### src/rtl/core/xcr_pkg.sv
package xcr_pkg;

  localparam int BLOCK_BYTES  = 128;
  localparam int BUFFER_BYTES = 65536;

  localparam logic [7:0] CH_SOH = 8'h01;
  localparam logic [7:0] CH_EOT = 8'h04;
  localparam logic [7:0] CH_ACK = 8'h06;
  localparam logic [7:0] CH_NAK = 8'h15;
  localparam logic [7:0] CH_CAN = 8'h18;
  localparam logic [7:0] HDR_CPL_XOR = 8'hff;

  localparam logic [2:0] ST_RUN    = 3'd0;
  localparam logic [2:0] ST_DONE   = 3'd1;
  localparam logic [2:0] ST_CANCEL = 3'd2;
  localparam logic [2:0] ST_PROTO  = 3'd3;
  localparam logic [2:0] ST_OVER   = 3'd4;

  localparam logic [23:0] NAK_INTERVAL_RST = 24'd2000000;

  // frame layout: block number, complement, data, checksum
  localparam logic [7:0] POS_BLK      = 8'd0;
  localparam logic [7:0] POS_CPL      = 8'd1;
  localparam logic [7:0] POS_DATA     = 8'd2;
  localparam logic [7:0] POS_CSUM     = 8'(BLOCK_BYTES + 2);
  localparam logic [16:0] BLOCK_INC   = 17'(BLOCK_BYTES);
  localparam logic [16:0] SOH_MAX_CNT = 17'(BUFFER_BYTES - BLOCK_BYTES);

  localparam int CQ_DEPTH = 4;
  localparam int CQ_AW    = $clog2(CQ_DEPTH);

  typedef enum logic [2:0] {
    CMD_TICK  = 3'd0,
    CMD_SOH   = 3'd1,
    CMD_EOT   = 3'd2,
    CMD_CAN   = 3'd3,
    CMD_OTHER = 3'd4
  } cmd_kind_t;

  typedef struct packed {
    logic       opcode;
    logic [7:0] rx_byte;
  } in_t;

  typedef struct packed {
    logic        tx_valid;
    logic [7:0]  tx_byte;
    logic        wr_valid;
    logic [15:0] wr_addr;
    logic [7:0]  wr_data;
    logic [2:0]  status;
    logic [16:0] received_bytes;
  } out_t;

  typedef struct packed {
    cmd_kind_t  kind;
    logic [7:0] rx_byte;
  } cmd_t;

endpackage

### src/rtl/core/xcr_front.sv
module xcr_front (
  input  logic          in_push,
  output logic          in_full,
  input  xcr_pkg::in_t  in_data,
  output logic          cq_push,
  output xcr_pkg::cmd_t cq_cmd,
  input  logic          cq_full
);
  import xcr_pkg::*;

  assign in_full = cq_full;
  assign cq_push = in_push && !cq_full;

  // classify the beat so the back end switches on a small code
  always_comb begin
    cq_cmd.rx_byte = in_data.rx_byte;
    if (in_data.opcode) begin
      cq_cmd.kind = CMD_TICK;
    end else begin
      case (in_data.rx_byte)
        CH_SOH:  cq_cmd.kind = CMD_SOH;
        CH_EOT:  cq_cmd.kind = CMD_EOT;
        CH_CAN:  cq_cmd.kind = CMD_CAN;
        default: cq_cmd.kind = CMD_OTHER;
      endcase
    end
  end

endmodule

### src/rtl/core/xcr_cmd_queue.sv
module xcr_cmd_queue (
  input  logic          clk,
  input  logic          rst_n,
  input  logic          push,
  input  xcr_pkg::cmd_t push_cmd,
  output logic          full,
  input  logic          pop,
  output xcr_pkg::cmd_t pop_cmd,
  output logic          empty
);
  import xcr_pkg::*;

  cmd_t              mem_r [CQ_DEPTH];
  logic [CQ_AW-1:0]  wr_ptr_r, wr_ptr_nxt;
  logic [CQ_AW-1:0]  rd_ptr_r, rd_ptr_nxt;
  logic [CQ_AW:0]    count_r, count_nxt;
  logic              do_push, do_pop;

  assign full    = (count_r == (CQ_AW+1)'(CQ_DEPTH));
  assign empty   = (count_r == '0);
  assign pop_cmd = mem_r[rd_ptr_r];
  assign do_push = push && !full;
  assign do_pop  = pop && !empty;

  always_comb begin
    wr_ptr_nxt = do_push ? wr_ptr_r + 1'b1 : wr_ptr_r;
    rd_ptr_nxt = do_pop ? rd_ptr_r + 1'b1 : rd_ptr_r;
    count_nxt  = count_r;
    if (do_push && !do_pop) begin
      count_nxt = count_r + 1'b1;
    end else if (do_pop && !do_push) begin
      count_nxt = count_r - 1'b1;
    end
  end

  always_ff @(posedge clk) begin
    if (!rst_n) begin
      wr_ptr_r <= '0;
      rd_ptr_r <= '0;
      count_r  <= '0;
    end else begin
      wr_ptr_r <= wr_ptr_nxt;
      rd_ptr_r <= rd_ptr_nxt;
      count_r  <= count_nxt;
    end
  end

  always_ff @(posedge clk) begin
    if (do_push) begin
      mem_r[wr_ptr_r] <= push_cmd;
    end
  end

endmodule

### src/rtl/core/xcr_back.sv
module xcr_back (
  input  logic          clk,
  input  logic          rst_n,
  input  logic          cfg_we,
  input  logic [23:0]   cfg_wdata,
  input  xcr_pkg::cmd_t cq_cmd,
  input  logic          cq_empty,
  output logic          cq_pop,
  output logic          out_empty,
  input  logic          out_pop,
  output xcr_pkg::out_t out_data
);
  import xcr_pkg::*;

  logic [23:0] nak_interval_r;
  logic        in_frame_r, in_frame_nxt;
  logic [7:0]  frame_pos_r, frame_pos_nxt;
  logic [7:0]  expected_block_r, expected_block_nxt;
  logic [7:0]  got_block_r, got_block_nxt;
  logic [7:0]  running_sum_r, running_sum_nxt;
  logic        frame_bad_r, frame_bad_nxt;
  logic        started_r, started_nxt;
  logic [23:0] idle_count_r, idle_count_nxt;
  logic [16:0] byte_count_r, byte_count_nxt;
  logic [2:0]  final_status_r, final_status_nxt;
  logic [23:0] idle_inc;
  logic        csum_bad;
  out_t        res;

  // two-entry result queue
  out_t        oq_mem_r [2];
  logic        oq_wr_r, oq_rd_r;
  logic [1:0]  oq_count_r, oq_count_nxt;
  logic        oq_pop;

  assign cq_pop    = !cq_empty && (oq_count_r != 2'd2);
  assign oq_pop    = out_pop && (oq_count_r != 2'd0);
  assign out_empty = (oq_count_r == 2'd0);
  assign out_data  = oq_mem_r[oq_rd_r];
  assign idle_inc  = idle_count_r + 24'd1;
  assign csum_bad  = (running_sum_r != cq_cmd.rx_byte);

  always_comb begin
    in_frame_nxt       = in_frame_r;
    frame_pos_nxt      = frame_pos_r;
    expected_block_nxt = expected_block_r;
    got_block_nxt      = got_block_r;
    running_sum_nxt    = running_sum_r;
    frame_bad_nxt      = frame_bad_r;
    started_nxt        = started_r;
    idle_count_nxt     = idle_count_r;
    byte_count_nxt     = byte_count_r;
    final_status_nxt   = final_status_r;
    res                = '0;

    if (final_status_r == ST_RUN) begin
      if (cq_cmd.kind == CMD_TICK) begin
        if (!started_r && !in_frame_r) begin
          if (idle_inc >= nak_interval_r) begin
            idle_count_nxt = '0;
            res.tx_valid   = 1'b1;
            res.tx_byte    = CH_NAK;
          end else begin
            idle_count_nxt = idle_inc;
          end
        end
      end else if (in_frame_r) begin
        frame_pos_nxt = frame_pos_r + 8'd1;
        if (frame_pos_r == POS_BLK) begin
          got_block_nxt = cq_cmd.rx_byte;
          if (cq_cmd.rx_byte != expected_block_r) begin
            frame_bad_nxt = 1'b1;
          end
        end else if (frame_pos_r == POS_CPL) begin
          if ((got_block_r ^ cq_cmd.rx_byte) != HDR_CPL_XOR) begin
            frame_bad_nxt = 1'b1;
          end
        end else if (frame_pos_r < POS_CSUM) begin
          res.wr_valid    = 1'b1;
          res.wr_addr     = byte_count_r[15:0] + {8'd0, frame_pos_r - POS_DATA};
          res.wr_data     = cq_cmd.rx_byte;
          running_sum_nxt = running_sum_r + cq_cmd.rx_byte;
        end else begin
          res.tx_valid  = 1'b1;
          in_frame_nxt  = 1'b0;
          frame_pos_nxt = '0;
          if (frame_bad_r || csum_bad) begin
            frame_bad_nxt = 1'b1;
            res.tx_byte   = CH_NAK;
          end else begin
            res.tx_byte        = CH_ACK;
            expected_block_nxt = expected_block_r + 8'd1;
            byte_count_nxt     = byte_count_r + BLOCK_INC;
          end
        end
      end else begin
        idle_count_nxt = '0;
        case (cq_cmd.kind)
          CMD_EOT: begin
            res.tx_valid     = 1'b1;
            res.tx_byte      = CH_ACK;
            final_status_nxt = ST_DONE;
          end
          CMD_CAN: begin
            final_status_nxt = ST_CANCEL;
          end
          CMD_SOH: begin
            started_nxt = 1'b1;
            if (byte_count_r > SOH_MAX_CNT) begin
              final_status_nxt = ST_OVER;
            end else begin
              in_frame_nxt    = 1'b1;
              frame_pos_nxt   = '0;
              running_sum_nxt = '0;
              frame_bad_nxt   = 1'b0;
              got_block_nxt   = '0;
            end
          end
          default: begin
            if (started_r) begin
              final_status_nxt = ST_PROTO;
            end
          end
        endcase
      end
    end

    res.status         = final_status_nxt;
    res.received_bytes = byte_count_nxt;
  end

  always_comb begin
    oq_count_nxt = oq_count_r;
    if (cq_pop && !oq_pop) begin
      oq_count_nxt = oq_count_r + 2'd1;
    end else if (oq_pop && !cq_pop) begin
      oq_count_nxt = oq_count_r - 2'd1;
    end
  end

  always_ff @(posedge clk) begin
    if (!rst_n) begin
      nak_interval_r   <= NAK_INTERVAL_RST;
      in_frame_r       <= 1'b0;
      frame_pos_r      <= '0;
      expected_block_r <= 8'd1;
      got_block_r      <= '0;
      running_sum_r    <= '0;
      frame_bad_r      <= 1'b0;
      started_r        <= 1'b0;
      idle_count_r     <= '0;
      byte_count_r     <= '0;
      final_status_r   <= ST_RUN;
      oq_wr_r          <= 1'b0;
      oq_rd_r          <= 1'b0;
      oq_count_r       <= '0;
    end else begin
      if (cfg_we) begin
        nak_interval_r <= cfg_wdata;
      end
      if (cq_pop) begin
        in_frame_r       <= in_frame_nxt;
        frame_pos_r      <= frame_pos_nxt;
        expected_block_r <= expected_block_nxt;
        got_block_r      <= got_block_nxt;
        running_sum_r    <= running_sum_nxt;
        frame_bad_r      <= frame_bad_nxt;
        started_r        <= started_nxt;
        idle_count_r     <= idle_count_nxt;
        byte_count_r     <= byte_count_nxt;
        final_status_r   <= final_status_nxt;
        oq_wr_r          <= !oq_wr_r;
      end
      if (oq_pop) begin
        oq_rd_r <= !oq_rd_r;
      end
      oq_count_r <= oq_count_nxt;
    end
  end

  always_ff @(posedge clk) begin
    if (cq_pop) begin
      oq_mem_r[oq_wr_r] <= res;
    end
  end

endmodule

### src/rtl/core/xmodem_checksum_receiver_core.sv
// channel  ports                                   beat
// input    in_push, in_full, in_data               opcode, rx_byte
// result   out_empty, out_pop, out_data            reply, buffer write, status, count
// config   cfg_we, cfg_wdata                       nak_interval (24 bit)
//
// one beat per cycle sustained while the result side keeps popping; a result reaches
// the out ports through the 4-entry command queue and then the 2-entry result queue (the
// back end writes the result queue on the edge that pops the command queue)
// the protocol state machine in the back end handles one command per cycle whenever the
// result queue has room; reset is synchronous and clears both queues and all protocol state
// a stalled result side fills the result queue, then the command queue, then raises in_full
module xmodem_checksum_receiver_core (
  input  logic           clk,
  input  logic           rst_n,
  input  logic           in_push,
  output logic           in_full,
  input  xcr_pkg::in_t   in_data,
  output logic           out_empty,
  input  logic           out_pop,
  output xcr_pkg::out_t  out_data,
  input  logic           cfg_we,
  input  logic [23:0]    cfg_wdata
);
  import xcr_pkg::*;

  logic cq_push, cq_full, cq_pop, cq_empty;
  cmd_t cq_wr_cmd, cq_rd_cmd;

  xcr_front u_front (
    .in_push (in_push),
    .in_full (in_full),
    .in_data (in_data),
    .cq_push (cq_push),
    .cq_cmd  (cq_wr_cmd),
    .cq_full (cq_full)
  );

  xcr_cmd_queue u_cmd_queue (
    .clk      (clk),
    .rst_n    (rst_n),
    .push     (cq_push),
    .push_cmd (cq_wr_cmd),
    .full     (cq_full),
    .pop      (cq_pop),
    .pop_cmd  (cq_rd_cmd),
    .empty    (cq_empty)
  );

  xcr_back u_back (
    .clk       (clk),
    .rst_n     (rst_n),
    .cfg_we    (cfg_we),
    .cfg_wdata (cfg_wdata),
    .cq_cmd    (cq_rd_cmd),
    .cq_empty  (cq_empty),
    .cq_pop    (cq_pop),
    .out_empty (out_empty),
    .out_pop   (out_pop),
    .out_data  (out_data)
  );

endmodule

### config.mk
export PLATFORM = sky130hd
export DESIGN_NAME = xmodem_checksum_receiver_core
export DESIGN_NICKNAME = d
export VERILOG_FILES = /design/src/rtl/core/xcr_pkg.sv /design/src/rtl/core/xcr_front.sv /design/src/rtl/core/xcr_cmd_queue.sv /design/src/rtl/core/xcr_back.sv /design/src/rtl/core/xmodem_checksum_receiver_core.sv
export SDC_FILE = /design/constraint.sdc
export NUM_CORES = 1
export LEC_CHECK = 0
export BUFFER_PORTS_ARGS = -buffer_cell sky130_fd_sc_hd__buf_4
export CAP_MARGIN = 40
export CORE_MARGIN = 2
export CORE_UTILIZATION = 58
export DETAILED_ROUTE_END_ITERATION = 8
export PLACE_DENSITY = 0.78
export SYNTH_ARGS = -nofsm -noshare
export SYNTH_HDL_FRONTEND = slang
export SYNTH_HIERARCHICAL = 1
export SYNTH_SLANG_ARGS = --single-unit
### constraint.sdc
create_clock -name clk -period 7.8 [get_ports clk]
set_input_delay 1.95 -clock clk [delete_from_list [all_inputs] [get_ports clk]]
set_output_delay 1.95 -clock clk [all_outputs]
set_load 0.01 [all_outputs]
==> results of run 1 <==
power by group through the flow:
stage               Sequential [mW]  Combinational, mW  Clock, mW
floorplan                      1.65              0.750          0
global placement               1.69               1.05          0
detailed placement             1.69               1.11          0
CTS                            1.66               1.12       1.27
global route                   1.68               1.20       1.32
finish                         1.66               1.11       1.25
cells in the mapped netlist, types with 7 or more instances:
library cell | number | area (um^2)
nor2_1 | 49 | 184
and3_1 | 32 | 200
mux2_2 | 44 | 495
dfxtp_1 | 110 | 2200
edfxtp_1 | 126 | 3780
xnor2_1 | 40 | 350
o21a_1 | 11 | 82.6
o211ai_1 | 12 | 90.1
inv_1 | 38 | 143
o21ai_0 | 29 | 145
nand4_1 | 11 | 68.8
nand2_1 | 57 | 214
a22o_1 | 11 | 96.3
mux2i_1 | 23 | 230
nor3_1 | 16 | 80.1
or3_1 | 22 | 138
xor2_1 | 39 | 342
ha_1 | 47 | 588
buf_4 | 24 | 180
and2_1 | 21 | 131
a21boi_0 | 14 | 105
nor2b_1 | 43 | 269
a21oi_1 | 23 | 115
clkbuf_1 | 29 | 109
mux4_2 | 11 | 248
nand2b_1 | 7 | 43.8
nand3_1 | 36 | 180
worst max-delay path: stages, from the launching register on:
cell and delay [ns]:
dfxtp_1 0.41, ha_1 0.28, nand4_1 0.25, nor4_1 0.68, nand2_1 0.15, xnor2_1 0.25
ha_1 0.30, a21oi_1 0.17, nand2_1 0.07, a221o_1 0.39, a21o_1 0.25, o21ai_0 0.31
o21ai_0 0.16
cell families (layout without fill, tap and decap cells):
family                     after synthesis  after routing  synth area share
and+or+nand+nor                        318            318             0.148
DFF                                    236            236             0.515
AOI/OAI and AO/OA                      154            154            0.0935
buffers and inverters                  107            172            0.0461
xor gates and xnor gates                79             79            0.0595
muxes                                   78             78            0.0837
adders and majority gates               49             49            0.0540
other                                    1             11          0.000322
registers in the layout, indices dropped and copies added, names as in the netlist, 10 cells and up, named ones only:
register               flops
u_back/byte_count_r       10
u_back/idle_count_r       24
u_back/nak_interval_r     24
u_back/oq_mem_r           82
u_cmd_queue/mem_r         44
through the flow:
stage          instance area, um^2   util
2_1_floorplan                11700      -
3_3_place_gp                 12300  0.626
3_5_place_dp                 12300  0.629
4_1_cts                      13200  0.674
5_1_grt                      13200  0.674
6_report                     13200  0.674
worst paths after layout:
| path | startpoint | endpoint | slack (ns) | cells past startpoint |
|---|---|---|---|---|
| worst min register to register | u_back/running_sum_r[6]$_SDFFE_PN0P_ | u_back/running_sum_r[6]$_SDFFE_PN0P_ | 0.48 | 2 |
| worst max-delay path | u_back/idle_count_r[0]$_SDFFE_PN0P_ | u_back/oq_mem_r[0][47]$_DFFE_PP_ | 3.87 | 12 |
| worst max register to register | u_back/idle_count_r[0]$_SDFFE_PN0P_ | u_back/oq_mem_r[0][47]$_DFFE_PP_ | 3.87 | 12 |
| worst min-delay path | u_back/running_sum_r[6]$_SDFFE_PN0P_ | u_back/running_sum_r[6]$_SDFFE_PN0P_ | 0.48 | 2 |
metal layers:
layer	routed length (um)	GRT usage	part of all wire	vias to the layer above
met3	943	0.0292	0.042	43
met1	9850	0.278	0.44	3764
met2	11200	0.375	0.50	198
met4	468	0.0593	0.021	0
met5	0	0	0	-
li1	-	-	-	3768
final cells by class:
| class | count | area [um^2] |
|---|---|---|
| clock buffers | 35 | 754 |
| well taps | 265 | 332 |
| clock inverters | 9 | 134 |
| multi-input cells | 689 | 5150 |
| fillers | 1482 | 6390 |
| flip-flops and latches | 236 | 5990 |
| inverters | 38 | 143 |
| repair buffers | 90 | 701 |
==> results.md, run 1 <==
Power and ir drop:
- The switching share of total power is 0.294.
- In this run the power spent charging and discharging nets is around 1.2 mW.
- Of the total power, registers draw 0.413.
- The relative contribution of combinational cells to total power is 0.277.
- The total power per unit cell area is just over 300 nW/um^2.
- The clock group share of total power is 0.310.
- The internal portion of the total power is around 2.8 mW.
- The maximum vdd drop is 0.000174 V.
- The leakage power is about 5.2 nW.
- The total power after layout is 4.01 mW.

STA:
- Between clock sinks in the finished design, the worst skew comes to around 0.0094 ns.
- The count of endpoints failing hold in the final timing report came to 0.
- Setup repair after global routing left no endpoint under its margin.
- The final number of max-transition violations is 0.
- Dividing the final minimum period by the clock period gives 0.504.
- Setup total negative slack on the finished layout was measured at 0 ns.
- The clock period minus final worst setup slack is just under 4 ns.
- Hold is met by 0.478 ns.
- At the pin with the least slew margin, the transition time is about 0.93 ns.
- The upper clock frequency limit is about 250 MHz.
- The setup violation total in the final timing report is 0.
- The relative slew slack is 0.377.
- After layout, the worst setup slack is slightly below 4 ns.

Global routing:
- The first-pass GRT wire length is between 30 and 40 mm.
- The largest net degree at the start of global routing is slightly above 60.
- The all-layer global routing usage is 0.213.
- The initial antenna violation count was 0.
- The via count of the first global-routing pass is 7796.
- The global route total overflow is 0.

Status:
- The flow ran to the end, and the final reports show no timing, DRC or antenna violations.

CTS:
- The number of sinks handled by clock tree synthesis is 236.
- The clock input transition at the sequential cells of the worst setup and hold paths is around 0.06 ns.
- After clock tree synthesis, the flow added hold-fix buffers numbering 0.
- The count of instances resized after the clock tree is built is 0.
- The number of buffers inserted to repair setup after CTS is 0.
- TritonCTS built the clock tree.
- The clock tree root buffer cell is clkbuf_16.
- The clock passes through at most 3 buffers.
- At the later pin of the worst-skew pair, clock insertion delay measures between 0.5 and 0.6 ns.
- The H-tree depth is 1.
- The number of buffers added by the clock tree synthesis step is 24.

Placement:
- The count of input and output buffers is around 80.
- The half-perimeter wire length after detailed placement is about 15 mm.
- The total instance count after detailed placement is about 1300.
- The setup slack after placement is around 3.8 ns.
- The final weighted congestion in routability-driven placement is around 0.84.

Finish:
- The leading cell type in the layout, fill and taps excluded is edfxtp_1.
- The library cells used most frequently in the layout, excluding fill and tap cells, are 126 x edfxtp_1, 109 x dfxtp_1, 88 x buf_4.
- The fraction of final layout cells sized beyond drive strength 1 is 0.188.
- The final net count is approximately 1200.
- 0 antenna diodes ended up in the layout.
- The post-synthesis to final-layout area growth is 13.5%.
- The count of cells in the finished layout, fillers not included, comes to roughly 1400.

Flow run:
- The max-cap check violation count is 0.

Yosys:
- Synthesis handed over a netlist of a little over 1000 instances.
- During synthesis, Yosys emitted a total of 6 warnings.
- The main flop type after synthesis is edfxtp_1.
- The synthesized netlist occupies a cell area of ~12000 um^2.
- The number of flops mapped to enable cells by yosys is between 100 and 150.
- The share of the Yosys chip area taken by registers is 0.515.
- The synthesized netlist contains between 70 and 80 unique library cells.
- For this run, asynchronously set or reset flops after synthesis account for 0.
- Counting flops and latches in the post-synthesis netlist gives around 240.
- The average instance area after synthesis is 11.4 um^2.

Route:
- The detailed router finished its first iteration with ~440 violations.
- The remaining antenna violation count is 0.
- The final route contains ~8000 vias.
- After detailed routing, the number of remaining DRC violations is 0.
- After detailed routing, the total wire length is about 23 mm.
- After detailed routing, the average wire length per cell comes to ~17 um.
- For this run, the detailed router's first-pass iteration total came to 5.
- Dividing the detail-routed via count by the number of cells gives 5.71.

Floorplan:
- The boundary pin count is 94.
- The die outline area is about 21000 um^2.
- From left edge to right edge, the die measures 146 um.
- The y dimension of the die is between 100 and 150 um.
- For this configuration, the core starts out at a cell density of 0.594.
- The placeable core region is about 20000 um^2.
- The initialized floorplan defines 51 standard-cell rows.

Hold path:
- In this run the worst hold path is classified as register to register.

Critical path:
- The startpoint-to-endpoint class of the critical path is register to register.
- The sort of element at the start of the critical path is a register.
- In this run the worst path has a maximum fanout of 7.
- The data arrival time of the worst path is 4.18 ns.
- For the worst setup path, the data required time is roughly 8 ns.
- The endpoint kind of the worst setup timing path is a register.
No activity file was read; power rests on OpenSTA's default activity.
==> inputs of run 2 (changes only) <==
- CORE_UTILIZATION: 58 -> 54
- PLACE_DENSITY: 0.78 -> 0.76
- clock period: 7.8 -> 3.4 ns (I/O delays scaled with it)
==> results.md, run 2 (same netlist as run 1, synthesis figures left out) <==
CTS:
- The H-tree depth is 1 (unchanged).
- Clock tree synthesis selected as its root buffer the cell clkbuf_16.
- The number of buffers added by the clock tree synthesis step came to 24 (unchanged).
- The number of sinks handled by clock tree synthesis is 236 (unchanged).
- The TritonCTS clock tree is yes.
- The clock latency at the later pin of the worst-skew pair is 0.51 ns (about the same).
- The clock input transition at the sequential cells of the worst setup and hold paths is 0.06 ns (about the same).
- The maximum clock insertion buffer count is 3 (unchanged).

Placement:
- The count of input and output buffers is 82 (unchanged).
- The half-perimeter wire length after detailed placement is 15.6 mm (+0.90%).
- The area after detailed placement is 12500 um^2 (+1.6%).
- The final weighted congestion in routability-driven placement came to 0.898 (+6.8%).

Power and ir drop:
- The total power after layout came to 9.08 mW (+130%).
- The maximum vdd drop is 0.000466 V (+170%).
- The total power per unit cell area is 677 nW/um^2 (+120%).
- The leakage power came to 5.36 nW (+2.2%).

Critical path:
- The critical path's top delay family is compound AO/OA/AOI/OAI gates.
- The endpoint kind of the worst setup timing path is a register.
- The critical-path maximum fanout is 6 (-1).
- The biggest cell delay along the critical path came to 0.45 ns (-0.23 ns).
- The data arrival time of the worst path is 3.72 ns (-0.46 ns).
- Walking the worst path, the cells encountered are ha_4 > nand4_1 > nor4_1 > buf_4 > nand2_2 > xnor2_2 > ha_1 > nand4_1 > nor2_2 > a221o_1 > a2111oi_4 > buf_4 > a21oi_1 > a31oi_1.
- The slack of the worst reg-to-reg path is 0.12 ns (-3.74 ns).
- The worst setup path is launched from a register.
- The required time at the worst-slack endpoint came to 3.84 ns (-4.21 ns).
- By startpoint and endpoint, the worst setup path is classified as register to register.
- The slowest stage of the critical path belongs to the cell a2111oi_4.
- In this run the critical register-to-register path is launched from u_back/idle_count_r[1]$_SDFFE_PN0P_.
- In this run the critical register-to-register path is captured at u_back/idle_count_r[2]$_SDFFE_PN0P_.
- The number of buffer and inverter stages on the critical path came to 2 (+2).
- The cell count of the worst reg-to-reg path is 14 (+2).

Finish:
- Leaving out fill and tap cells, the most frequent cell in the layout is edfxtp_1.
- The fraction of final layout cells sized beyond drive strength 1 is 0.219 (+0.0311).
- The final net count is 1194 (+2.4%).
- The flip-flop count of the largest register, all copies and words added came to 82 (unchanged).
- In the final layout, the registers with the most flip-flops are u_back/oq_mem_r (82), u_cmd_queue/mem_r (44).
- The final antenna diode count is 0 (unchanged).
- The library cells used most frequently in the layout, excluding fill and tap cells, are 126 x edfxtp_1, 113 x buf_4, 104 x dfxtp_1.
- The register with the highest flop count is u_back/oq_mem_r.
- The utilization after layout was 0.636 (-0.0378).
- The post-route cell area is 13400 um^2 (+1.6%).
- The post-synthesis to final-layout area growth is 15.4%.
- The number of fillers in the final layout came to 1653 (+12%).

Global routing:
- The initial antenna violation count was 0 (unchanged).
- The via count of the first global-routing pass is 7589 (-2.7%).
- The met2 capacity usage during global routing is 0.340 (-0.0356).
- The met1 track demand over resource in global routing was 0.270 (-0.00839).
- The met3 usage was 0.0252 (-0.00400).
- The global route total overflow is 0 (unchanged).
- The layer flagged by global routing as most heavily used is met2.
- The all-layer global routing usage is 0.201 (-0.0129).
- The first-pass GRT wire length is 37.0 mm (-2.2%).
- The largest net degree at the start of global routing is 42 (-32%).

Floorplan:
- The boundary pin count is 94 (unchanged).
- The y dimension of the die is 151 um (+3.5%).
- The die outline area is 22700 um^2 (+7.2%).
- The starting density of the core was 0.551 (-0.0422).
- The placeable core region is 21100 um^2 (+7.6%).
- The site row count is 53 (+3.9%).
- The die width is 151 um (+3.5%).

STA:
- The clock period minus final worst setup slack is 3.28 ns (-0.656 ns).
- The final number of max-transition violations is 0 (unchanged).
- The setup TNS is 0 ns (unchanged).
- The count of endpoints failing hold in the final timing report came to 0 (unchanged).
- The fraction of the cycle the final worst path needs is 0.964 (+0.460).
- The setup violation total in the final timing report is 0 (unchanged).
- The relative slew slack came to 0.428 (+0.0512).
- The upper clock frequency limit is 305 MHz (+20%).
- The transition time of the tightest slew-check pin came to 0.852 ns (-0.0821 ns).
- The worst setup skew after layout came to 0.00877 ns (-0.000608 ns).

Route:
- The remaining design rule violation count was 0 (unchanged).
- The initial DRC count is 398 (-10%).
- The routed via count is 7805 (+0.41%).
- The average wire per standard cell is 16.4 um (-0.64%).
- The length of the first detailed-routing pass in iterations is 5 (unchanged).
- The remaining antenna violation count came to 0 (unchanged).
- The total wire length after detailed routing was 23.0 mm (+2.1%).
- The mean number of vias per cell is 5.58 (-2.2%).

Status:
- The run finished with clean final reports.

Hold path:
- The worst min-delay path class is register to register.
- The cell depth of the worst hold path is 2 (unchanged).
- The path with the worst hold slack has its endpoint at u_back/running_sum_r[6]$_SDFFE_PN0P_.
- The worst hold path begins at u_back/running_sum_r[6]$_SDFFE_PN0P_.

Flow run:
- The max-cap check violation count came to 0 (unchanged).
==> run 2: how the worst max path moves through the flow <==
| stage | endpoint | slack (ns) | cells past startpoint | from |
|---|---|---|---|---|
| 3_5_place_dp | u_back/oq_mem_r[1][47]$_DFFE_PP_ | 0.07 | 12 | u_back/idle_count_r[6]$_SDFFE_PN0P_ |
| 4_1_cts | u_back/idle_count_r[5]$_SDFFE_PN0P_ | 0.06 | 13 | u_back/idle_count_r[5]$_SDFFE_PN0P_ |
| 5_1_grt | u_back/idle_count_r[5]$_SDFFE_PN0P_ | -0.02 | 13 | u_back/idle_count_r[5]$_SDFFE_PN0P_ |
| 6_report | u_back/idle_count_r[2]$_SDFFE_PN0P_ | 0.12 | 14 | u_back/idle_count_r[1]$_SDFFE_PN0P_ |
| 2_1_floorplan | u_back/oq_mem_r[0][47]$_DFFE_PP_ | 0.09 | 14 | u_back/idle_count_r[2]$_SDFFE_PN0P_ |
| 3_3_place_gp | u_back/idle_count_r[5]$_SDFFE_PN0P_ | 0.18 | 14 | u_back/idle_count_r[0]$_SDFFE_PN0P_ |
==> run 2: what timing repair did <==
action | CTS | global route
buffers inserted | 0 | 4
gates resized for setup | 0 | 25
hold buffers | 0 | 0
setup endpoints to repair | 0 | 26
==> run 2: tightest hold or removal path, delay by kind of cell, from the launching register on <==
kind	cells	cell delay [ns]
DFF	1	0.31
AOI/OAI and AO/OA	1	0.06
and+or+nand+nor	1	0.05
==> run 2: power by group <==
group | switching (mW) | internal [mW]
sequential | 0.191 | 3.59
clock | 1.07 | 1.53
combinational | 1.47 | 1.23
total | 2.73 | 6.35
==> run 2: stage by stage <==
stage	hold slack, ns	std cells	setup WS [ns]
finish	0.467	1399	0.123
global route	0.502	1399	-0.0249
CTS	0.468	1394	0.0558
detailed placement	0.460	1351	0.0693
global placement	0.456	1349	0.181
floorplan	0.445	1032	0.0899
==> run 2: layout make-up <==
class	count	area, um^2	area share
repair buffers	118	926	0.0690
inverters	38	143	0.0106
clock buffers	27	654	0.0488
multi-input cells	689	5220	0.389
flip-flops and latches	236	6000	0.447
clock inverters	16	133	0.00989
well taps	275	344	0.0257
==> run 2: metal layers <==
metal  vias up  wire length (um)  share of wire
li1       3827                 -              -
met5         -                 0              0
met4         0               571          0.025
met3        45              1070          0.047
met1      3733             10300           0.45
met2       200             11000           0.48
==> inputs of run 3 (changes only) <==
- CAP_MARGIN: 40 -> 20
- CORE_UTILIZATION: 54 -> 58
- PLACE_DENSITY: 0.76 -> 0.78
- clock period: 3.4 -> 3.1 ns (I/O delays scaled with it)
==> results.md, run 3 (same netlist as run 1, synthesis figures left out) <==
Critical path:
- By startpoint and endpoint, the worst setup path is classified as register to register.
- STA classifies the critical path endpoint as a register.
- The reg-to-reg startpoint is u_back/idle_count_r[7]$_SDFFE_PN0P_.
- Tracing the worst setup path back leads to its startpoint at u_back/idle_count_r[7]$_SDFFE_PN0P_.
- The critical-path maximum fanout is 5 (-1).
- The required time at the worst-slack endpoint is 3.55 ns (-0.29 ns).
- The cell count of the worst reg-to-reg path was 14 (unchanged).
- The data arrival time of the worst path was 3.54 ns (-0.18 ns).
- The slack of the worst reg-to-reg path was 0.003 ns (-0.12 ns).
- The capture point of the worst reg-to-reg path is u_back/idle_count_r[13]$_SDFFE_PN0P_.
- The sort of element at the start of the critical path is a register.

Global routing:
- The first-pass GRT wire length came to 37.8 mm (+2.2%).
- The via count of the first global-routing pass is 7777 (+2.5%).
- The global route total overflow is 0 (unchanged).
- The largest net degree at the start of global routing is 43 (+2.4%).
- The all-layer global routing usage is 0.215 (+0.0147).
- The initial antenna violation count came to 1 (+1).

Floorplan:
- The placeable core region was 19600 um^2 (-7.1%).
- The die width came to 146 um (-3.4%).
- The site row count is 51 (-3.8%).
- The boundary pin count is 94 (unchanged).
- The starting density of the core came to 0.594 (+0.0422).
- The die outline area is 21200 um^2 (-6.7%).
- The y dimension of the die was 146 um (-3.4%).

Hold path:
- The worst hold path begins at u_back/running_sum_r[6]$_SDFFE_PN0P_.
- The cell depth of the worst hold path is 2 (unchanged).
- For hold timing, the worst endpoint is u_back/running_sum_r[6]$_SDFFE_PN0P_.
- In this run the worst hold path is classified as register to register.

Route:
- The total wire length after detailed routing was 23.4 mm (+1.8%).
- The remaining antenna violation count came to 0 (unchanged).
- The remaining design rule violation count is 0 (unchanged).
- The average wire per standard cell is 16.4 um (-0.18%).
- The routed via count came to 8013 (+2.7%).
- The initial DRC count is 376 (-5.5%).
- The mean number of vias per cell is 5.62 (+0.65%).
- The length of the first detailed-routing pass in iterations is 5 (unchanged).

Finish:
- The post-synthesis to final-layout area growth is 18.7%.
- The sequential cell area in the final layout was 5990 um^2 (-0.10%).
- The fraction of final layout cells sized beyond drive strength 1 was 0.257 (+0.0378).
- The flip-flop count of the largest register, all copies and words added is 82 (unchanged).
- The library cell used most frequently in the layout, excluding fill and tap cells, is buf_4.
- In the layout the commonest cells are 143 x buf_4, 126 x edfxtp_1, 107 x dfxtp_1.
- The register with the highest flop count is u_back/oq_mem_r.
- The largest registers in the layout are u_back/oq_mem_r (82), u_cmd_queue/mem_r (44).
- The number of fillers in the final layout is 1443 (-13%).
- The final net count is 1230 (+3.0%).
- The area taken by multi-input logic gates is 5330 um^2 (+2.1%).
- The post-route cell area came to 13800 um^2 (+2.9%).

Status:
- The run finished with clean final reports.

Power and ir drop:
- The total power after layout was 10.0 mW (+10%).
- The total power per unit cell area is 727 nW/um^2 (+7.4%).
- The leakage power is 5.60 nW (+4.5%).
- The maximum vdd drop is 0.000484 V (+3.9%).

STA:
- The transition time of the tightest slew-check pin is 1.04 ns (+0.190 ns).
- Setup repair after global routing could not meet its margin everywhere.
- The relative slew slack is 0.306 (-0.122).
- The worst hold margin was 0.469 ns (+0.00222 ns).
- The upper clock frequency limit is 323 MHz (+5.8%).
- The clock period minus final worst setup slack is 3.10 ns (-0.180 ns).
- The fraction of the cycle the final worst path needs came to 0.999 (+0.0353).
- The setup violation total in the final timing report is 0 (unchanged).
- The final number of max-transition violations is 0 (unchanged).
- The setup TNS is 0 ns (unchanged).
- The least setup slack across all paths after layout came to 0.00330 ns (-0.120 ns).
- The count of endpoints failing hold in the final timing report is 0 (unchanged).
- The worst setup skew after layout is 0.00884 ns (+0.0000724 ns).

CTS:
- The maximum clock insertion buffer count is 3 (unchanged).
- TritonCTS built the clock tree.
- The number of sinks handled by clock tree synthesis is 236 (unchanged).
- The number of hold-repair buffers added at the cts stage is 0 (unchanged).
- The clock input transition at the sequential cells of the worst setup and hold paths is 0.06 ns (about the same).
- The clock latency at the later pin of the worst-skew pair is 0.51 ns (about the same).
- The clock tree root buffer cell is clkbuf_16.
- The H-tree depth is 1 (unchanged).
- The number of buffers added by the clock tree synthesis step is 24 (unchanged).

Flow run:
- The max-cap check violation count was 0 (unchanged).

Placement:
- The setup slack after placement is -0.0719 ns (-0.141 ns).
- The area after detailed placement is 12800 um^2 (+2.2%).
- The final weighted congestion in routability-driven placement came to 0.897 (about the same).
- The half-perimeter wire length after detailed placement is 15.6 mm (about the same).
- The count of input and output buffers came to 82 (unchanged).
run 3: how the worst max path moves through the flow:
stage / to / slack (ns) / cells after the start
after floorplan: u_back/oq_mem_r[0][47]$_DFFE_PP_ / 0.0004 / 14
after detailed placement: u_back/oq_mem_r[0][47]$_DFFE_PP_ / -0.07 / 12
after CTS: u_back/idle_count_r[13]$_SDFFE_PN0P_ / 0.01 / 13
after global placement: u_back/oq_mem_r[1][47]$_DFFE_PP_ / 0.04 / 12
final: u_back/idle_count_r[13]$_SDFFE_PN0P_ / 0.003 / 14
after global routing: u_back/idle_count_r[13]$_SDFFE_PN0P_ / -0.17 / 15
run 3: report_power, final:
part           internal, mW  switching, mW  leakage (nW)
logic                  1.42           1.68          3.13
registers              3.94          0.181          2.11
clock network          1.64           1.18         0.365
run 3: through the flow:
step | util | instances
after floorplan | - | 1032
after global placement | 0.653 | 1377
after detailed placement | 0.653 | 1377
after CTS | 0.694 | 1422
after global routing | 0.704 | 1426
final | 0.705 | 1427
run 3: worst max-delay path, stage by stage (launching register included):
cell,delay [ns]
dfxtp_1,0.33
nand4_1,0.14
buf_4,0.17
nor3_4,0.13
and4_4,0.29
and3_4,0.20
xor2_2,0.17
ha_1,0.27
nand4_1,0.18
nor2_2,0.06
a221o_1,0.34
a21o_1,0.22
buf_6,0.14
a211o_1,0.24
a21boi_2,0.14
run 3: area by class of cell:
cell class                 instances  area share
inverter                          38      0.0103
clock inverter                    12     0.00743
antenna                            1    0.000181
tap                              265      0.0240
timing repair buffer             154      0.0887
sequential                       236       0.434
multi-input combinational        689       0.386
clock buffer                      32      0.0494
run 3: repair_timing:
action / CTS / global route
gates cloned: 0 / 1
gates resized for setup: 5 / 45
pin swaps: 0 / 21
endpoints found under the setup margin: 20 / 50
setup buffers: 1 / 3
run 3: routing by layer:
layer	global-route usage	share of wire	wire, um	up-vias
met5	0	0	0	-
met4	0.0529	0.016	366	0
met1	0.280	0.44	10300	3900
li1	-	-	-	3902
met3	0.0345	0.044	1020	31
met2	0.378	0.50	11700	180
